==> src/rtl/pullback_entry_exit_signal_core_assert.svh <==
// Assertion macros for the top RTL file of the pullback signal core.
// PBES_ASSERT_IMP checks a same-cycle implication, PBES_ASSERT_NEXT one into the next cycle.
`ifndef PULLBACK_ENTRY_EXIT_SIGNAL_CORE_ASSERT_SVH
`define PULLBACK_ENTRY_EXIT_SIGNAL_CORE_ASSERT_SVH
`ifndef NO_ASSERTIONS
`define PBES_ASSERT_IMP(lbl, ante, cons, msg) \
	lbl: assert property (@(posedge clk) disable iff (!arst_n) (ante) |-> (cons)) \
		else $error(msg);
`define PBES_ASSERT_NEXT(lbl, ante, cons, msg) \
	lbl: assert property (@(posedge clk) disable iff (!arst_n) (ante) |=> (cons)) \
		else $error(msg);
`else
`define PBES_ASSERT_IMP(lbl, ante, cons, msg)
`define PBES_ASSERT_NEXT(lbl, ante, cons, msg)
`endif
`endif

==> src/rtl/pbes_pkg.sv <==
`default_nettype none
package pbes_pkg;
	localparam int SHORT_WINDOW  = 20;
	localparam int LONG_WINDOW   = 60;
	localparam int HISTORY_LIMIT = 180;

	localparam int SYM_W     = 16;
	localparam int CLOSE_W   = 32;
	localparam int VOL_W     = 40;
	localparam int QTY_W     = 24;
	localparam int CFG_W     = 24;
	localparam int CFG_IDX_W = 3;
	localparam int MODE_W    = 6;
	localparam int STOP_W    = 14;
	localparam int PROFIT_W  = 17;
	localparam int DAYS_W    = 8;
	localparam int KIND_W    = 2;
	localparam int REASON_W  = 3;

	localparam int HELD_W = $clog2(LONG_WINDOW + 2);
	localparam int RUN_W  = $clog2(HISTORY_LIMIT);
	localparam int SSUM_W = CLOSE_W + $clog2(SHORT_WINDOW);
	localparam int LSUM_W = CLOSE_W + $clog2(LONG_WINDOW);
	localparam int VSUM_W = VOL_W + $clog2(SHORT_WINDOW);
	// Wide enough for every moving-average and volume cross product.
	localparam int PROD_W = VSUM_W + 8;
	// Signed width of the profit products (C - E) * 10000 and threshold * E.
	localparam int PFT_W  = CLOSE_W + PROFIT_W + 2;

	// Mode flag bit positions.
	localparam int MODE_UP      = 0;
	localparam int MODE_NEAR    = 1;
	localparam int MODE_SHRINK  = 2;
	localparam int MODE_BREAK   = 3;
	localparam int MODE_PARTIAL = 4;
	localparam int MODE_PERMIT  = 5;

	typedef enum logic [CFG_IDX_W-1:0] {
		CFG_SYMBOL, CFG_LOT, CFG_MODE, CFG_STOP,
		CFG_SURGE, CFG_TAKE, CFG_RUN_MIN, CFG_RUN_MAX
	} cfg_idx_t;

	typedef enum logic [KIND_W-1:0] {KIND_BUY, KIND_STOP, KIND_TAKE} kind_t;

	typedef enum logic [REASON_W-1:0] {
		RSN_ENTRY, RSN_BREAK, RSN_STOP, RSN_SURGE, RSN_PROFIT
	} reason_t;

	typedef struct packed {
		logic [CLOSE_W-1:0] close;
		logic [VOL_W-1:0]   volume;
	} bar_t;

	typedef struct packed {
		logic [CLOSE_W-1:0] prev_close;
		logic [CLOSE_W-1:0] short_close;
		logic [VOL_W-1:0]   short_volume;
		logic [CLOSE_W-1:0] long_close;
	} taps_t;
endpackage
`default_nettype wire

==> src/rtl/pbes_cell.sv <==
`default_nettype none
// One bar of history; takes its neighbor's bar on every shift.
module pbes_cell import pbes_pkg::*; (
	input  wire  clk,
	input  wire  shift,
	input  bar_t d,
	output bar_t q
);
	bar_t bar_q;

	always_ff @(posedge clk) begin
		if (shift) begin
			bar_q <= d;
		end
	end

	assign q = bar_q;
endmodule
`default_nettype wire

==> src/rtl/pbes_chain.sv <==
`default_nettype none
// Row of history cells, newest bar in cell zero.
module pbes_chain import pbes_pkg::*; (
	input  wire   clk,
	input  wire   shift,
	input  bar_t  bar_in,
	output taps_t taps
);
	bar_t link [LONG_WINDOW+1];

	assign link[0] = bar_in;

	for (genvar k = 0; k < LONG_WINDOW; k++) begin : g_cell
		pbes_cell u_cell (
			.clk  (clk),
			.shift(shift),
			.d    (link[k]),
			.q    (link[k+1])
		);
	end

	assign taps.prev_close   = link[1].close;
	assign taps.short_close  = link[SHORT_WINDOW].close;
	assign taps.short_volume = link[SHORT_WINDOW].volume;
	assign taps.long_close   = link[LONG_WINDOW].close;
endmodule
`default_nettype wire

==> config.mk <==
export PLATFORM = sky130hd
export DESIGN_NAME = pbes_chain
export DESIGN_NICKNAME = d
export VERILOG_FILES = /design/src/rtl/pullback_entry_exit_signal_core_assert.svh /design/src/rtl/pbes_pkg.sv /design/src/rtl/pbes_cell.sv /design/src/rtl/pbes_chain.sv
export SDC_FILE = /design/constraint.sdc
export NUM_CORES = 1
export LEC_CHECK = 0
export BUFFER_PORTS_ARGS = -buffer_cell sky130_fd_sc_hd__buf_4
export CORE_MARGIN = 5
export CORE_UTILIZATION = 40
export CTS_CLUSTER_SIZE = 14
export DETAILED_ROUTE_END_ITERATION = 6
export GPL_TIMING_DRIVEN = 0
export PLACE_DENSITY_LB_ADDON = 0.15
export SYNTH_ARGS = -nofsm -noshare
export SYNTH_HDL_FRONTEND = slang
export SYNTH_SLANG_ARGS = --single-unit
==> constraint.sdc <==
create_clock -name clk -period 1.9 [get_ports clk]
set_clock_uncertainty 0.1 [all_clocks]
set_input_delay 0.285 -clock clk [delete_from_list [all_inputs] [get_ports clk]]
set_output_delay 0.285 -clock clk [all_outputs]
set_load 0.005 [all_outputs]
==> impl_metrics.ini <==
[layout]
num-nets-final = 3498
n_fill_cell = 16400
stdcell_count = 6320
multi_input_comb_cells = 0
drive_gt1_share_pct = 17.3
largest_register_ffs = 2720
synthToLayoutAreaGrowth_pct = 20.0
utilization_pct = 48.1
multiInputGateArea_um2 = 0

[critical_path]
path_cells = buf_6
end_kind = primary output
crit_buf_inv = 1
slowest_delay_ns = 0.42
rr_startpoint = g_cell[0].u_cell.q[40]
cp-start-kind = flop
slowest_stage = edfxtp_1
path_max_fanout = 2
cp_data_required_time_ns = 1.51
crit_type = reg2out
worstPathArrival_ns = 1.47
crit_start = g_cell[19].u_cell.q[49]
crit_family = flip-flops

[grt]
grt_overflow_total = 0
antenna_found_initial = 1
grt_pass1_vias = 28200
grt_pass1_wl_um = 148000
grt_start_max_net_pins = 202
grtUsageTotal_pct = 8.48

[routing]
drc = 0
ant_nets = 0
met1_length_um = 39800
post_drt_wl_per_cell_um = 14.4
drtIter0Drc = 2305
drt-pass1-iter-count = 4
wl_met3_um = 6660
wl_met2_um = 41800
vias = 27200
vias_per_cell = 4.30
top_layer_used = met4
wl_um = 91300

[timing]
hold_violations = 64
period_needed_ns = 1.86
fin_ws_ns = 0.0439
hold_slack_ns = -0.263
finalSetupTns_ns = 0
setup_viol_count_final = 0
tightestPinTransition_ns = 1.10
rsz0062_at_grt = yes
min_period_over_period_pct = 97.7
fmax_mhz = 539
finalMaxSlewViolations = 0
relSlewSlack_pct = 26.9

[worst_hold_path]
hold_path.startpoint = shift
hp-class = in2reg

[floorplanning]
start_util_pct = 40.1
die_area_um2 = 214000
design.core.area_um2 = 204000
boundaryPins = 210
die-width_um = 463
fp.dieH_um = 463
rows = 166

[clocking]
cts_sinks = 2720
ctsHoldBuffers = 145
htreeDepth = 5
clkLatencyLatePin_ns = 0.90
cts_tree = built
cts_root_buf = clkbuf_16
cts_max_path_buffers = 4
path_clk_slew_ns = 0.06
cts-buffers-inserted = 297

[placed_design]
dp_hpwl_um = 35900
dpl.cell_count = 5664
port_buffers = 209
routabilityCongestion = 0.639
post-place-ws_ns = -3.21

[status]
violations = negative hold slack
outcome = finished, violations left

[synth]
synth_fp_nets = 2826
synth_area_per_cell_um2 = 29.8
synthCells = 2752
synth_top_area_share_pct = 99.7
async_flop_share_pct = 0
syn_area_um2 = 81900
yosys_warnings = 0
synth_edf_count = 2720
ys_top_cells_by_area = edfxtp_1 (100%), buf_4 (0.29%)
synth.most_common_cell = edfxtp_1
ys_seq_elements = 2720
yosys-top-cells-count = edfxtp_1 (2720), buf_4 (32)
ys.flop_type = edfxtp_1
yosys.area.top_type = edfxtp_1
ys_types = 2
synth_seq_area_share_pct = 99.7

[flow_run]
cap_violations = 0

[power_and_ir_drop]
powerDensity_nw_per_um2 = 1260
p_leak_nw = 33.2
ir_drop_uv = 879
[final timing paths]
path / slack [ns] / cells past startpoint / to
max: 0.04 / 1 / taps[81]
min: -0.26 / 1 / g_cell[2].u_cell.q[59]
min reg2reg: 0.24 / 0 / g_cell[16].u_cell.q[20]
max reg2reg: 0.88 / 2 / g_cell[1].u_cell.q[40]
[routing by layer]
layer | GRT usage [%] | vias to the layer above
met2 | 12.6 | 535
met1 | 10.9 | 13700
met4 | 3.96 | 0
met5 | 0 | -
li1 | - | 12700
met3 | 3.50 | 248
[cell usage in the layout (no fill, tap or decap)]
master            n
buf_4           151
clkinv_2         44
clkinvlp_4        2
clkinv_1         76
buf_16           21
edfxtp_1       2720
bufbuf_16        16
bufinv_16         9
buf_12            1
inv_6             4
clkbuf_16       303
buf_6            72
dlygate4sd3_1   144
diode_2           1
clkbuf_1         63
clkinv_8          4
clkinv_4          1
[cells by family (layout without fill, tap and decap cells)]
| kind of cell | after synthesis | count (layout) | share of synthesized area, % |
|---|---|---|---|
| other | 0 | 1 | 0 |
| DFF | 2720 | 2720 | 99.7 |
| buffers and inverters | 32 | 911 | 0.293 |
[stage by stage]
stage / power (mW) / hold WS (ns) / area [um^2]
4_1_cts: 127 / -0.362 / 98400
3_5_place_dp: 73.8 / 0.305 / 87300
6_report: 124 / -0.263 / 98300
2_1_floorplan: 71.8 / 0.284 / 81900
5_1_grt: 130 / -0.325 / 98300
3_3_place_gp: 74.4 / 0.300 / 86900
[area by class of cell]
| type | count | area, um^2 | share of cell area [%] |
|---|---|---|---|
| Tap cell | 2688 | 3360 | 3.42 |
| Clock buffer | 366 | 7820 | 7.96 |
| Clock inverter | 140 | 900 | 0.915 |
| Timing Repair Buffer | 405 | 4500 | 4.58 |
| Sequential cell | 2720 | 81700 | 83.1 |
| Antenna cell | 1 | 2.50 | 0.00255 |
[report_power, final]
part / internal [mW] / total (mW) / leakage, nW / switching, mW
clock: 30.2 / 51.4 / 4.28 / 21.2
combinational: 0.816 / 2.12 / 2.35 / 1.31
sequential: 69.9 / 70.7 / 26.6 / 0.790
total: 101 / 124 / 33.2 / 23.3
[timing repair]
action                                  in CTS  in global routing
gates resized for setup                     74                  7
hold endpoints to repair                   156                 64
buffers inserted                             0                 15
endpoints found under the setup margin    1553                 85
cloned                                      21                  0
No activity file was read; power rests on OpenSTA's default activity.
